<file path="src/hw/rtl/fce_pkg.sv">
`timescale 1ns / 1ps
`default_nettype none
// ----------------------------------------------------------------------------
// fce_pkg
// Shared types, constants and helper functions of the convolutional encoder.
// ----------------------------------------------------------------------------
package fce_pkg;

	localparam int POLY_REGS   = 4;
	localparam int POLY_W      = 9;
	localparam int MEM_W       = 8;
	localparam int MLEN_W      = 4;
	localparam int NPOL_W      = 3;
	localparam int FLEN_W      = 16;
	localparam int MAX_MEMORY  = 8;
	localparam int MAX_POLYS   = 4;
	localparam int CODED_W     = 4;
	localparam int IN_DATA_W   = 8;
	localparam int OUT_DATA_W  = 8;
	localparam int OUT_USER_W  = 3;
	localparam int CFG_IDX_W   = 3;
	localparam int CFG_DATA_W  = 16;
	localparam int QDEPTH      = 2;
	localparam int QPTR_W      = $clog2(QDEPTH);
	localparam int QCNT_W      = $clog2(QDEPTH + 1);

	// Configuration register indexes.
	typedef enum logic [CFG_IDX_W-1:0] {
		REG_POLY_ZERO    = 3'd0,
		REG_POLY_ONE     = 3'd1,
		REG_POLY_TWO     = 3'd2,
		REG_POLY_THREE   = 3'd3,
		REG_NUM_POLYS    = 3'd4,
		REG_FRAME_LENGTH = 3'd5
	} cfg_reg_t;

	// Class of an accepted item as decided by the front end.
	typedef enum logic [1:0] {
		KIND_DATA = 2'd0,
		KIND_END  = 2'd1,
		KIND_ERR  = 2'd2
	} item_kind_t;

	typedef struct packed {
		item_kind_t kind;
		logic       info_bit;
	} q_entry_t;

	typedef struct packed {
		logic empty;
		logic full;
	} q_status_t;

	typedef struct packed {
		logic [POLY_REGS-1:0][POLY_W-1:0] poly;
		logic [NPOL_W-1:0]                num_polys;
		logic [FLEN_W-1:0]                frame_length;
	} cfg_t;

	typedef struct packed {
		logic [CODED_W-1:0] coded;
		logic [MEM_W-1:0]   mem_next;
	} enc_res_t;

	// Number of active generators, clamped to the supported range.
	function automatic logic [NPOL_W-1:0] active_polys(input logic [NPOL_W-1:0] num);
		logic [NPOL_W-1:0] n;
		n = num;
		if (n < NPOL_W'(2)) n = NPOL_W'(2);
		if (n > NPOL_W'(MAX_POLYS)) n = NPOL_W'(MAX_POLYS);
		if (n > NPOL_W'(POLY_REGS)) n = NPOL_W'(POLY_REGS);
		return n;
	endfunction

	// Memory length: index of the highest set bit of the largest active polynomial.
	function automatic logic [MLEN_W-1:0] mem_len(input cfg_t cfg);
		logic [NPOL_W-1:0] n;
		logic [POLY_W-1:0] top;
		logic [MLEN_W-1:0] m;
		n   = active_polys(cfg.num_polys);
		top = '0;
		m   = '0;
		for (int p = 0; p < POLY_REGS; p++) begin
			if (NPOL_W'(p) < n && cfg.poly[p] > top) top = cfg.poly[p];
		end
		for (int i = 1; i < POLY_W; i++) begin
			if (top[i]) m = MLEN_W'(i);
		end
		if (m > MLEN_W'(MAX_MEMORY)) m = MLEN_W'(MAX_MEMORY);
		return m;
	endfunction

	// One encoder step: parities of the working register and the next memory.
	function automatic enc_res_t encode(input logic bit_in, input logic [MEM_W-1:0] mem,
	                                    input logic [MLEN_W-1:0] m, input cfg_t cfg);
		logic [NPOL_W-1:0] n;
		logic [POLY_W-1:0] wreg;
		logic [POLY_W-1:0] mem_ext;
		enc_res_t          res;
		n       = active_polys(cfg.num_polys);
		mem_ext = {1'b0, mem};
		for (int i = 0; i < POLY_W; i++) begin
			if (MLEN_W'(i) == m) wreg[i] = bit_in;
			else if (MLEN_W'(i) < m) wreg[i] = mem_ext[i];
			else wreg[i] = 1'b0;
		end
		for (int p = 0; p < CODED_W; p++) begin
			if (p < POLY_REGS && NPOL_W'(p) < n) res.coded[p] = ^(wreg & cfg.poly[p]);
			else res.coded[p] = 1'b0;
		end
		res.mem_next = wreg[POLY_W-1:1];
		return res;
	endfunction

endpackage
`default_nettype wire

</file>
<file path="src/hw/rtl/fce_queue.sv">
`timescale 1ns / 1ps
`default_nettype none
// ----------------------------------------------------------------------------
// fce_queue
// Small FIFO of classified items between the front end and the back end.
// ----------------------------------------------------------------------------
module fce_queue (
	input  wire logic               clk,
	input  wire logic               arst_n,
	input  wire logic               push,
	input  wire fce_pkg::q_entry_t  push_entry,
	input  wire logic               pop,
	output fce_pkg::q_entry_t       head,
	output fce_pkg::q_status_t      status
);

	fce_pkg::q_entry_t                  slots_q [fce_pkg::QDEPTH];
	logic [fce_pkg::QPTR_W-1:0]         wr_ptr_q;
	logic [fce_pkg::QPTR_W-1:0]         rd_ptr_q;
	logic [fce_pkg::QCNT_W-1:0]         cnt_q;

	always_ff @(posedge clk) begin
		if (push) slots_q[wr_ptr_q] <= push_entry;
	end

	always_ff @(posedge clk or negedge arst_n) begin
		if (!arst_n) begin
			wr_ptr_q <= '0;
			rd_ptr_q <= '0;
			cnt_q    <= '0;
		end else begin
			if (push) wr_ptr_q <= wr_ptr_q + fce_pkg::QPTR_W'(1);
			if (pop) rd_ptr_q <= rd_ptr_q + fce_pkg::QPTR_W'(1);
			if (push && !pop) cnt_q <= cnt_q + fce_pkg::QCNT_W'(1);
			else if (pop && !push) cnt_q <= cnt_q - fce_pkg::QCNT_W'(1);
		end
	end

	assign head         = slots_q[rd_ptr_q];
	assign status.empty = (cnt_q == '0);
	assign status.full  = (cnt_q == fce_pkg::QCNT_W'(fce_pkg::QDEPTH));

endmodule
`default_nettype wire

</file>
<file path="src/hw/rtl/fce_front.sv">
`timescale 1ns / 1ps
`default_nettype none
// ----------------------------------------------------------------------------
// fce_front
// Accepts information bits, counts them and marks frame ends and errors.
// ----------------------------------------------------------------------------
module fce_front #(
	parameter int unsigned COUNT_WIDTH = 16
) (
	input  wire logic              clk,
	input  wire logic              arst_n,
	input  wire logic              in_valid,
	output logic                   in_ready,
	input  wire logic              info_bit,
	input  wire fce_pkg::cfg_t     cfg,
	input  wire fce_pkg::q_status_t q_status,
	output logic                   push,
	output fce_pkg::q_entry_t      push_entry
);

	localparam int CMP_W = (COUNT_WIDTH + 1 > fce_pkg::FLEN_W) ?
	                       (COUNT_WIDTH + 1) : fce_pkg::FLEN_W;

	logic [COUNT_WIDTH-1:0]      count_q;
	logic [COUNT_WIDTH:0]        next_cnt;
	logic [fce_pkg::FLEN_W-1:0]  fl_eff;
	logic                        frame_done;
	logic                        no_memory;

	assign in_ready  = !q_status.full;
	assign push      = in_valid && !q_status.full;
	assign no_memory = (fce_pkg::mem_len(cfg) == '0);

	assign next_cnt   = {1'b0, count_q} + (COUNT_WIDTH + 1)'(1);
	assign fl_eff     = (cfg.frame_length == '0) ? fce_pkg::FLEN_W'(1) : cfg.frame_length;
	// The frame also closes when the counter would wrap.
	assign frame_done = next_cnt[COUNT_WIDTH] || (CMP_W'(next_cnt) >= CMP_W'(fl_eff));

	always_comb begin
		push_entry.info_bit = info_bit;
		if (no_memory) push_entry.kind = fce_pkg::KIND_ERR;
		else if (frame_done) push_entry.kind = fce_pkg::KIND_END;
		else push_entry.kind = fce_pkg::KIND_DATA;
	end

	always_ff @(posedge clk or negedge arst_n) begin
		if (!arst_n) begin
			count_q <= '0;
		end else if (push && !no_memory) begin
			count_q <= frame_done ? '0 : next_cnt[COUNT_WIDTH-1:0];
		end
	end

endmodule
`default_nettype wire

</file>
<file path="src/hw/rtl/fce_back.sv">
`timescale 1ns / 1ps
`default_nettype none
// ----------------------------------------------------------------------------
// fce_back
// Encodes queued items, appends the zero tail and holds the output register.
// ----------------------------------------------------------------------------
module fce_back (
	input  wire logic                          clk,
	input  wire logic                          arst_n,
	input  wire fce_pkg::cfg_t                 cfg,
	input  wire fce_pkg::q_entry_t             head,
	input  wire fce_pkg::q_status_t            q_status,
	output logic                               pop,
	output logic                               out_valid,
	input  wire logic                          out_ready,
	output logic [fce_pkg::CODED_W-1:0]        coded_bits,
	output logic                               is_tail,
	output logic                               last_of_run,
	output logic                               frame_end,
	output logic                               config_error
);

	logic [fce_pkg::MEM_W-1:0]   mem_q;
	logic [fce_pkg::MLEN_W-1:0]  tail_cnt_q;
	logic                        out_valid_q;
	logic [fce_pkg::CODED_W-1:0] coded_q;
	logic                        tail_q;
	logic                        last_q;
	logic                        fend_q;
	logic                        err_q;

	logic                        advance;
	logic                        in_tail;
	logic [fce_pkg::MLEN_W-1:0]  m;
	fce_pkg::enc_res_t           enc;

	assign m       = fce_pkg::mem_len(cfg);
	assign advance = !out_valid_q || out_ready;
	assign in_tail = (tail_cnt_q != '0);
	assign pop     = advance && !in_tail && !q_status.empty;
	assign enc     = fce_pkg::encode(in_tail ? 1'b0 : head.info_bit, mem_q, m, cfg);

	always_ff @(posedge clk or negedge arst_n) begin
		if (!arst_n) begin
			mem_q       <= '0;
			tail_cnt_q  <= '0;
			out_valid_q <= 1'b0;
		end else if (advance) begin
			if (in_tail) begin
				mem_q       <= (tail_cnt_q == fce_pkg::MLEN_W'(1)) ? '0 : enc.mem_next;
				tail_cnt_q  <= tail_cnt_q - fce_pkg::MLEN_W'(1);
				out_valid_q <= 1'b1;
			end else if (pop) begin
				out_valid_q <= 1'b1;
				case (head.kind)
					fce_pkg::KIND_DATA: begin
						mem_q <= enc.mem_next;
					end
					fce_pkg::KIND_END: begin
						mem_q      <= enc.mem_next;
						tail_cnt_q <= m;
					end
					default: begin
					end
				endcase
			end else begin
				out_valid_q <= 1'b0;
			end
		end
	end

	always_ff @(posedge clk) begin
		if (advance) begin
			if (in_tail) begin
				coded_q <= enc.coded;
				tail_q  <= 1'b1;
				last_q  <= (tail_cnt_q == fce_pkg::MLEN_W'(1));
				fend_q  <= (tail_cnt_q == fce_pkg::MLEN_W'(1));
				err_q   <= 1'b0;
			end else begin
				case (head.kind)
					fce_pkg::KIND_DATA: begin
						coded_q <= enc.coded;
						tail_q  <= 1'b0;
						last_q  <= 1'b1;
						fend_q  <= 1'b0;
						err_q   <= 1'b0;
					end
					fce_pkg::KIND_END: begin
						coded_q <= enc.coded;
						tail_q  <= 1'b0;
						last_q  <= 1'b0;
						fend_q  <= 1'b0;
						err_q   <= 1'b0;
					end
					default: begin
						coded_q <= '0;
						tail_q  <= 1'b0;
						last_q  <= 1'b1;
						fend_q  <= 1'b0;
						err_q   <= 1'b1;
					end
				endcase
			end
		end
	end

	assign out_valid    = out_valid_q;
	assign coded_bits   = coded_q;
	assign is_tail      = tail_q;
	assign last_of_run  = last_q;
	assign frame_end    = fend_q;
	assign config_error = err_q;

endmodule
`default_nettype wire

</file>
<file path="src/hw/rtl/feedforward_convolutional_encoder_core.sv">
`timescale 1ns / 1ps
`default_nettype none
// ----------------------------------------------------------------------------
// feedforward_convolutional_encoder_core
// Zero-terminated feedforward rate 1/n convolutional encoder.
// ----------------------------------------------------------------------------
// Usage: information bits arrive as beats on the s_axis channel, one bit in
// tdata bit 0. Each beat yields one coded beat on the m_axis channel, and the
// beat that completes a frame is followed by m zero-tail beats, where m is the
// memory length derived from the largest active generator polynomial.
// Generators, rate and frame length are set through the cfg_* write port; the
// user must write them only while the block is idle; the block does not enforce it.
// An accepted beat is written into the queue, then popped by the back end and
// held in its output register, from which it shows on m_axis. Throughput is
// one information bit per cycle while the receiver takes beats; the zero tail
// of a frame stops pops from the queue. A two-entry queue separates the
// classifying front end from the encoding back end, so a stalled receiver or a
// tail only stops input once the queue is full; no beat is lost or repeated.
// Reset clears the bit counter, the encoder memory, the queue and the output
// valid flag, and returns all configuration registers to their defaults.
// ----------------------------------------------------------------------------
module feedforward_convolutional_encoder_core #(
	parameter int unsigned COUNT_WIDTH = 16
) (
	input  wire logic                              clk,
	input  wire logic                              arst_n,
	input  wire logic                              s_axis_tvalid,
	output logic                                   s_axis_tready,
	// Bit 0: info_bit, upper bits zero.
	input  wire logic [fce_pkg::IN_DATA_W-1:0]     s_axis_tdata,
	output logic                                   m_axis_tvalid,
	input  wire logic                              m_axis_tready,
	// Bits 3:0: coded_bits, upper bits zero.
	output logic [fce_pkg::OUT_DATA_W-1:0]         m_axis_tdata,
	// Bit 0: is_tail, bit 1: last_of_run, bit 2: config_error.
	output logic [fce_pkg::OUT_USER_W-1:0]         m_axis_tuser,
	// Marks the final beat of a frame (frame_end).
	output logic                                   m_axis_tlast,
	input  wire logic                              cfg_wr_en,
	input  wire logic [fce_pkg::CFG_IDX_W-1:0]     cfg_index,
	input  wire logic [fce_pkg::CFG_DATA_W-1:0]    cfg_data
);

	fce_pkg::cfg_t                 cfg_q;
	fce_pkg::q_status_t            q_status;
	fce_pkg::q_entry_t             push_entry;
	fce_pkg::q_entry_t             head;
	logic                          push;
	logic                          pop;
	logic [fce_pkg::CODED_W-1:0]   coded_bits;
	logic                          is_tail;
	logic                          last_of_run;
	logic                          frame_end;
	logic                          config_error;

	// Configuration registers; writes to unknown indexes are dropped.
	always_ff @(posedge clk or negedge arst_n) begin
		if (!arst_n) begin
			cfg_q.poly[0]      <= fce_pkg::POLY_W'(7);
			cfg_q.poly[1]      <= fce_pkg::POLY_W'(5);
			cfg_q.poly[2]      <= '0;
			cfg_q.poly[3]      <= '0;
			cfg_q.num_polys    <= fce_pkg::NPOL_W'(2);
			cfg_q.frame_length <= fce_pkg::FLEN_W'(64);
		end else if (cfg_wr_en) begin
			case (cfg_index)
				fce_pkg::REG_POLY_ZERO:    cfg_q.poly[0] <= cfg_data[fce_pkg::POLY_W-1:0];
				fce_pkg::REG_POLY_ONE:     cfg_q.poly[1] <= cfg_data[fce_pkg::POLY_W-1:0];
				fce_pkg::REG_POLY_TWO:     cfg_q.poly[2] <= cfg_data[fce_pkg::POLY_W-1:0];
				fce_pkg::REG_POLY_THREE:   cfg_q.poly[3] <= cfg_data[fce_pkg::POLY_W-1:0];
				fce_pkg::REG_NUM_POLYS:    cfg_q.num_polys <= cfg_data[fce_pkg::NPOL_W-1:0];
				fce_pkg::REG_FRAME_LENGTH: cfg_q.frame_length <= cfg_data[fce_pkg::FLEN_W-1:0];
				default: begin
				end
			endcase
		end
	end

	fce_front #(
		.COUNT_WIDTH(COUNT_WIDTH)
	) u_front (
		.clk        (clk),
		.arst_n     (arst_n),
		.in_valid   (s_axis_tvalid),
		.in_ready   (s_axis_tready),
		.info_bit   (s_axis_tdata[0]),
		.cfg        (cfg_q),
		.q_status   (q_status),
		.push       (push),
		.push_entry (push_entry)
	);

	fce_queue u_queue (
		.clk        (clk),
		.arst_n     (arst_n),
		.push       (push),
		.push_entry (push_entry),
		.pop        (pop),
		.head       (head),
		.status     (q_status)
	);

	fce_back u_back (
		.clk          (clk),
		.arst_n       (arst_n),
		.cfg          (cfg_q),
		.head         (head),
		.q_status     (q_status),
		.pop          (pop),
		.out_valid    (m_axis_tvalid),
		.out_ready    (m_axis_tready),
		.coded_bits   (coded_bits),
		.is_tail      (is_tail),
		.last_of_run  (last_of_run),
		.frame_end    (frame_end),
		.config_error (config_error)
	);

	assign m_axis_tdata = {{(fce_pkg::OUT_DATA_W - fce_pkg::CODED_W){1'b0}}, coded_bits};
	assign m_axis_tuser = {config_error, last_of_run, is_tail};
	assign m_axis_tlast = frame_end;

endmodule
`default_nettype wire

</file>
<file path="config.mk">
export PLATFORM = sky130hd
export DESIGN_NAME = feedforward_convolutional_encoder_core
export DESIGN_NICKNAME = d
export VERILOG_FILES = /design/src/hw/rtl/fce_pkg.sv /design/src/hw/rtl/fce_queue.sv /design/src/hw/rtl/fce_front.sv /design/src/hw/rtl/fce_back.sv /design/src/hw/rtl/feedforward_convolutional_encoder_core.sv
export SDC_FILE = /design/constraint.sdc
export NUM_CORES = 1
export LEC_CHECK = 0
export BUFFER_PORTS_ARGS = -buffer_cell sky130_fd_sc_hd__buf_2
export CORE_ASPECT_RATIO = 0.9
export CORE_MARGIN = 4
export CORE_UTILIZATION = 62
export CTS_CLUSTER_SIZE = 8
export DETAILED_ROUTE_END_ITERATION = 10
export PLACE_DENSITY = 0.82
export SLEW_MARGIN = 15
export SYNTH_ARGS = -nofsm -noshare
export SYNTH_HDL_FRONTEND = slang
export SYNTH_SLANG_ARGS = --single-unit
</file>
<file path="constraint.sdc">
create_clock -name clk -period 11.3 [get_ports clk]
set_input_delay 1.695 -clock clk [delete_from_list [all_inputs] [get_ports clk]]
set_output_delay 1.695 -clock clk [all_outputs]
set_load 0.005 [all_outputs]
</file>
# Word-level counts from Yosys, hierarchy flattened
# Memory sizes are Yosys's and may differ from the RTL's.
# Cells that the tools add are included.
[op_classes] addsub=6 multipliers=0 div=0 order_cmp=21 n_eq_ne=16 shift=0 n_mux=61 bitwise_logic=4 reduce_logical=42
[op_table] operator="$and A9 B9 Y9" count=4
[op_table] operator="$mux W9" count=4
[op_table] operator="$reduce_xor A9 Y1" count=4
[op_table] operator="$mux W1" count=32
[op_table] operator="$mux W16" count=2
[op_table] operator="$mux W8" count=4
[op_table] operator="$mux W4" count=7
[op_table] operator="$gt A9 B9 Y1" count=3
[op_table] operator="$mux W3" count=7
[op_table] operator="$add A16 B1 Y17 const B" count=1
[op_table] operator="$ge A17 B16 Y1" count=1
[op_table] operator="$eq A3 B4 Y1 const A" count=4
[op_table] operator="$logic_not A16 Y1" count=1
[op_table] operator="$lt A3 B4 Y1 const A" count=4
[op_table] operator="$reduce_and A2 Y1" count=6
[op_table] operator="$logic_and A1 B1 Y1" count=10
[op_table] operator="$mux W2" count=5
[op_table] operator="$gt A9 B1 Y1 const B" count=1
[op_table] operator="$eq A2 B4 Y1 const A" count=2
[op_table] operator="$lt A1 B4 Y1 const A" count=2
[op_table] operator="$lt A2 B4 Y1 const A" count=2
[op_table] operator="$reduce_bool A2 Y1" count=4
[op_table] operator="$logic_not A1 Y1" count=7
[op_table] operator="$eq A3 B2 Y1 const B" count=2
[op_table] operator="other kinds (23)" count=31
[word_totals] regBits=96 latchBits=0 ram_bits=6 rom_bits=0 input_bits=32 out_inout_bits=14 wordCells=169 mem_count=1
[memory_table] name="u_queue.slots_q" depth=2 width=3 rd=1 rd_ports_with_merged_regs=0 write_ports=1 line_no="fce_queue.sv:17" source="fce_pkg::q_entry_t slots_q [fce_pkg::QDEPTH];"

# Logic depth before layout (Yosys ltp)
[logic_depth] word_depth=36 depth_mapped=38 depth_no_buf=33

# Hierarchy
# A second synthesis with hierarchy kept.
[unflattened] hier_cells=847 hier_area_um2=7900.1
[by_module_without_submodules] module="fce_back" n_inst=1 cells_each=363 area_per_inst_um2=2870.3 seq_area_each_um2=565.5
[by_module_without_submodules] module="fce_front" n_inst=1 cells_each=331 area_per_inst_um2=2466.1 seq_area_each_um2=400.4
[by_module_without_submodules] module="feedforward_convolutional_encoder_core" n_inst=1 cells_each=128 area_per_inst_um2=2160.8 seq_area_each_um2=1385.1
[by_module_without_submodules] module="fce_queue" n_inst=1 cells_each=25 area_per_inst_um2=402.9 seq_area_each_um2=280.3

# Least setup slack after synthesis
# No wires, ideal clock.
[synth_timing] kind="flip-flop to flip-flop" start="register cfg_q[21] (netlist name)" end="register u_back.coded_q (netlist bit u_back.coded_bits[1]) (data pin)" setup_ns=0.256 t_arrival_ns=8.185 required_time_ns=11.044 slack_ns=2.860 stages_incl_launch_ff=37 period_less_slack_ns=8.440 path_cell_list="dfstp_2 inv_1 ha_1 a21o_1 a21o_1 a2111oi_4 nor2_1 clkbuf_1 clkbuf_1 a21oi_1 ha_1 a21o_1 a21o_1 a21o_1 a21o_1 a41o_1 a41o_1 nand2_4 clkbuf_1 clkbuf_1 o21ai_0 ha_1 nor2b_1 o21a_1 o21a_1 o21ai_0 a21oi_1 o41ai_2 clkbuf_1 nor2_1 a211o_1 or4_4 and2_4 nor2b_2 xor3_1 xnor3_1 nor2_1"
[synth_between] elab_chain_cells=30
[synth_lines] element="start, declared" line_no="feedforward_convolutional_encoder_core.sv:44" source="fce_pkg::cfg_t cfg_q;"
[synth_lines] element="$gt A9 B1 Y1" line_no="fce_pkg.sv:84" source="if (NPOL_W'(p) < n && cfg.poly[p] > top) top = cfg.poly[p];"
[synth_lines] element="$logic_and A1 B1 Y1" line_no="fce_pkg.sv:84"
[synth_lines] element="$mux W9 *" line_no="fce_pkg.sv:84"
[synth_lines] element="$gt A9 B9 Y1" line_no="fce_pkg.sv:84"
[synth_lines] element="$logic_and A1 B1 Y1" line_no="fce_pkg.sv:84"
[synth_lines] element="$mux W9 *" line_no="fce_pkg.sv:84"
[synth_lines] element="$gt A9 B9 Y1" line_no="fce_pkg.sv:84"
[synth_lines] element="$logic_and A1 B1 Y1" line_no="fce_pkg.sv:84"
[synth_lines] element="(+14 left out)"
[synth_lines] element="$lt A1 B4 Y1, or another cell as far along" line_no="fce_pkg.sv:104" source="else if (MLEN_W'(i) < m) wreg[i] = mem_ext[i];"
[synth_lines] element="$mux W1" line_no="fce_pkg.sv:104"
[synth_lines] element="$mux W1" line_no="fce_pkg.sv:103" source="if (MLEN_W'(i) == m) wreg[i] = bit_in;"
[synth_lines] element="$and A9 B9 Y9 *" line_no="fce_pkg.sv:108" source="if (p < POLY_REGS && NPOL_W'(p) < n) res.coded[p] = ^(wreg & cfg.poly[p]);"
[synth_lines] element="$reduce_xor A9 Y1 *" line_no="fce_pkg.sv:108"
[synth_lines] element="$mux W1 *" line_no="fce_pkg.sv:108"
[synth_lines] element="$mux W4" line_no="fce_back.sv:81" source="case (head.kind)"
[synth_lines] element="$mux W4 *" line_no="fce_back.sv:74" source="if (in_tail) begin"
[synth_lines] element="end signal, assigned" line_no="fce_back.sv:75" source="coded_q <= enc.coded;"
[synth_lines] element="end signal, assigned" line_no="fce_back.sv:83" source="coded_q <= enc.coded;"
[synth_lines] element="end signal, assigned" line_no="fce_back.sv:90" source="coded_q <= enc.coded;"
[synth_lines] element="end, declared" line_no="fce_back.sv:26" source="logic [fce_pkg::CODED_W-1:0] coded_q;"
# Mark *: on every way between the ends. The rest lies on a longest branch, timed or not.
# A chain may end at the register's enable or synchronous reset.

# Worst setup path after layout
[layout_timing] start="register cfg_q[21] (netlist name)" end="register u_back.coded_q (netlist bit u_back.coded_bits[3]) (data pin)"
# The elaborated chain is that of the path after synthesis.

==> out/metrics.csv <==
stage,metric,value,unit
setup_path,arrival time worst endpoint,9040,ps
die,initial cell density of the core,63.8,%
final_layout,area occupied by multi-input gates,4070,µm²
synth,share of the synthesized area in the top cell type,29.1,%
setup_path,Critical Setup Path Class,reg2reg,
status,status,"complete, no violations",
setup_path,cell seen most often among critical-path stages,sky130_fd_sc_hd__a21o_1,
timing,RSZ-0062 raised after global routing,false,
global_routing,global-route wire length before repair,29100,µm
place,placed standard-cell area,7270,µm²
synth,sequential element share of the synthesized area,37.8,%
final_layout,number of diodes added for antenna fixing,0,
routing,total vias in the final route,5791,
cts,H-tree lvl count,3,
setup_path,CP Launch Type,flip-flop,
timing,setup ws final,2370,ps
global_routing,largest net degree at the start of global routing,88,
setup_path,kind of capture point of the worst setup path,flip-flop,
die,area of the die,13000,µm²
cts,worst-case clock buffer depth,2,
routing,wire length per cell,19.7,µm
place,post-place setup slack,2670,ps
synth,Gate Count Post-Synth,726,
synth,number of enable-type register cells in the synthesized netlist,14,
final_layout,fin area,7550,µm²
final_layout,most frequent cells in the layout,"sky130_fd_sc_hd__nand2_1, sky130_fd_sc_hd__dfrtp_1, sky130_fd_sc_hd__o21ai_0, sky130_fd_sc_hd__mux2_2, sky130_fd_sc_hd__ha_1",
synth,number of distinct library cell variants in the gate-level netlist after synthesis,79,
global_routing,Most Crowded Layer GR,met2,
cts,"Hold-fix buffers, CTS",0,
timing,Worst Tran Pin Value,1100,ps
final_layout,Register Area,2630,µm²
worst_hold_path,type of the tightest min-delay check,reg2reg,
pwr,worst voltage drop across the vdd grid,0.000145,V
synth,Post-Synth Simple-Gate Area,16.1,%
global_routing,vias in the first global route,5687,
routing,Residual DRC,0,
synth,fraction of registers with async set/reset,86.3,%
global_routing,global-route usage over all layers,29.0,%
synth,"share of synthesized cell area in full adder, half adder and majority cells",8.09,%
cts,clock tree from TritonCTS,built,
synth,Syn Std Cell Area,6960,µm²
die,core footprint,10900,µm²
synth,combinational family with the most area after synthesis,compound AO/OA/AOI/OAI gates,
setup_path,"Slowest-stage cell, CP",sky130_fd_sc_hd__nor3b_1,
synth,average size of a mapped cell,9.59,µm²
timing,Hold Worst Slack,473,ps
cts,source-to-sink clock delay at the later pin of the worst-skew pair,370,ps
final_layout,most frequent standard cell in the layout excluding fill and tap cells,sky130_fd_sc_hd__nand2_1,
cts,cell at the root of the clock tree,sky130_fd_sc_hd__clkbuf_16,
timing,final worst path period share,79.0,%
die,number of core rows,36,
global_routing,met1 Resource Use GR,38.9,%
global_routing,aggregate global routing overflow,0,
die,boundary pin count,46,
place,total of buffers placed on input and output ports,34,
final_layout,filler instances,879,
final_layout,ratio of cells with drive above 1 in the final layout,16.9,%
timing,setup TNS,0,ps
cts,Num CTS Buffers,9,
synth,cell types occupying the most area after synthesis,"sky130_fd_sc_hd__dfrtp_1, sky130_fd_sc_hd__ha_1, sky130_fd_sc_hd__mux2_2, sky130_fd_sc_hd__edfxtp_1, sky130_fd_sc_hd__nand2_1",
setup_path,critical-path maximum fanout,26,
routing,total length of routed wires,18000,µm
synth,multiplexer share of the synthesized area,8.63,%
final_layout,synthesis-to-finish area growth,8.50,%
timing,clk_skew,10.1,ps
timing,max-slew violations,0,
place,Final Wtd Congestion,0.917,
synth,Most used DFF post-synth,sky130_fd_sc_hd__dfrtp_1,
place,# placed instances,894,
cts,post-cts repair resize count,0,
timing,final number of hold-violating endpoints,0,
timing,final setup violating endpoints,0,
place,post-detailed-placement half-perimeter wirelength,13500,µm
die,Horiz. Die Dim,120,µm
synth,number of register bits inferred by synthesis,102,
routing,post-DR vias/cell,6.36,
final_layout,final layout net count,830,
setup_path,Worst path max stage delay,750,ps
cts,postcts setup bufs,0,
timing,relative slew slack,25.5,%
pwr,PD cells,243,nW/µm²
setup_path,"Req. time, crit path",11420,ps
pwr,total leakage power,3.41,nW
synth,cell taking the most area after synthesis,sky130_fd_sc_hd__dfrtp_1,
synth,share of the synthesized netlist area taken by xor and xnor gates,7.25,%
global_routing,M3 GR Usage,7.43,%
cts,clock slew seen by the registers of the worst setup and hold paths,80,ps
synth,fraction of the mapped netlist area in compound gates,17.8,%
final_layout,post-layout instance count excluding filler cells,910,
cts,number of clock sinks,102,
job,max-cap check violation count,0,
timing,crit path time final,8930,ps
synth,Yosys warning total,0,
routing,post-route ant nets,0,
global_routing,met2 usage,46.5,%
routing,number of search-and-repair iterations in the first detailed-routing pass,5,
routing,initial detailed-routing violation count,595,
global_routing,initial antenna violation count,0,
die,Die Y,109,µm
timing,upper clock frequency limit,0.112,GHz
==> cells by family after synthesis <==
group / after synthesis
AND/OR/NAND/NOR: 237
AO/OA/AOI/OAI: 178
flip-flops: 102
buffers and inverters: 69
multiplexers: 54
adder cells (fa/ha/maj): 45
XOR/XNOR: 40
other: 1
==> cell type report <==
| type | count | share of cell area (%) |
|---|---|---|
| clock buffer | 9 | 2.98 |
| clock inverter | 7 | 0.746 |
| inverter | 41 | 2.04 |
| multi-input combinational | 558 | 53.8 |
| sequential | 102 | 34.8 |
| tap | 152 | 2.52 |
| timing repair buffer | 41 | 3.03 |
==> synthesized netlist by cell type (10+ instances only) <==
cell                       instances
sky130_fd_sc_hd__and3_1           13
sky130_fd_sc_hd__nand2_1          98
sky130_fd_sc_hd__edfxtp_1         14
sky130_fd_sc_hd__ha_1             45
sky130_fd_sc_hd__a21o_1           11
sky130_fd_sc_hd__nand3_1          19
sky130_fd_sc_hd__nor2_1           44
sky130_fd_sc_hd__a21oi_1          30
sky130_fd_sc_hd__xor2_1           13
sky130_fd_sc_hd__o21ai_0          54
sky130_fd_sc_hd__nand4_1          10
sky130_fd_sc_hd__xnor2_1          16
sky130_fd_sc_hd__dfrtp_1          81
sky130_fd_sc_hd__clkbuf_1         19
sky130_fd_sc_hd__inv_1            41
sky130_fd_sc_hd__nor3_1           13
sky130_fd_sc_hd__mux2_2           48
==> metal layers <==
| metal | part of all wire (%) | routed length, µm | up-vias |
|---|---|---|---|
| met5 | 0 | 0 | - |
| met4 | 2.4 | 437 | 0 |
| met3 | 7.8 | 1400 | 37 |
| met2 | 46 | 8290 | 210 |
| met1 | 44 | 7840 | 2856 |
| li1 | - | - | 2688 |
==> critical path: cells and delay by family (launching register included) <==
kind,cells,cell delay [ps]
AO/OA/AOI/OAI,18,4220
XOR/XNOR,3,780
adder cells (fa/ha/maj),3,920
buffers and inverters,3,600
flip-flops,1,570
AND/OR/NAND/NOR,7,1570
==> sequential cells by signal (all words and copies together), names as in the netlist <==
register	cells
cfg_q	55
u_back.coded_bits	4
u_back.config_error	1
u_back.frame_end	1
u_back.is_tail	1
u_back.last_of_run	1
u_back.mem_q	8
u_back.out_valid	1
u_back.tail_cnt_q	4
u_front.count_q	16
u_queue.cnt_q	2
u_queue.rd_ptr_q	1
u_queue.slots_q	6
u_queue.wr_ptr_q	1
==> power breakdown <==
group | total, mW | internal (mW) | leakage (nW) | switching (mW)
clock | 0.304 | 0.153 | 0.139 | 0.151
combinational | 0.953 | 0.395 | 2.05 | 0.558
sequential | 0.576 | 0.473 | 1.22 | 0.104
==> final timing paths <==
path                                       from                   end  slack [ps]  cells past startpoint
worst max-delay path                  cfg_q[21]  u_back.coded_bits[3]        2370                     34
worst min-delay path            u_back.mem_q[6]       u_back.mem_q[6]         470                      2
worst max register to register        cfg_q[21]  u_back.coded_bits[3]        2370                     34
worst min register to register  u_back.mem_q[6]       u_back.mem_q[6]         470                      2
max in group asynchronous                arst_n             cfg_q[29]        9240                      2
min in group asynchronous                arst_n      u_back.out_valid        1110                      1
==> metrics by stage <==
step	utilization, %	total power [mW]
2_1_floorplan	-	1.27
5_1_grt	69.3	1.97
3_3_place_gp	66.7	1.48
6_report	69.3	1.83
4_1_cts	69.2	1.82
3_5_place_dp	66.7	1.51
No activity file was read; power rests on OpenSTA's default activity.
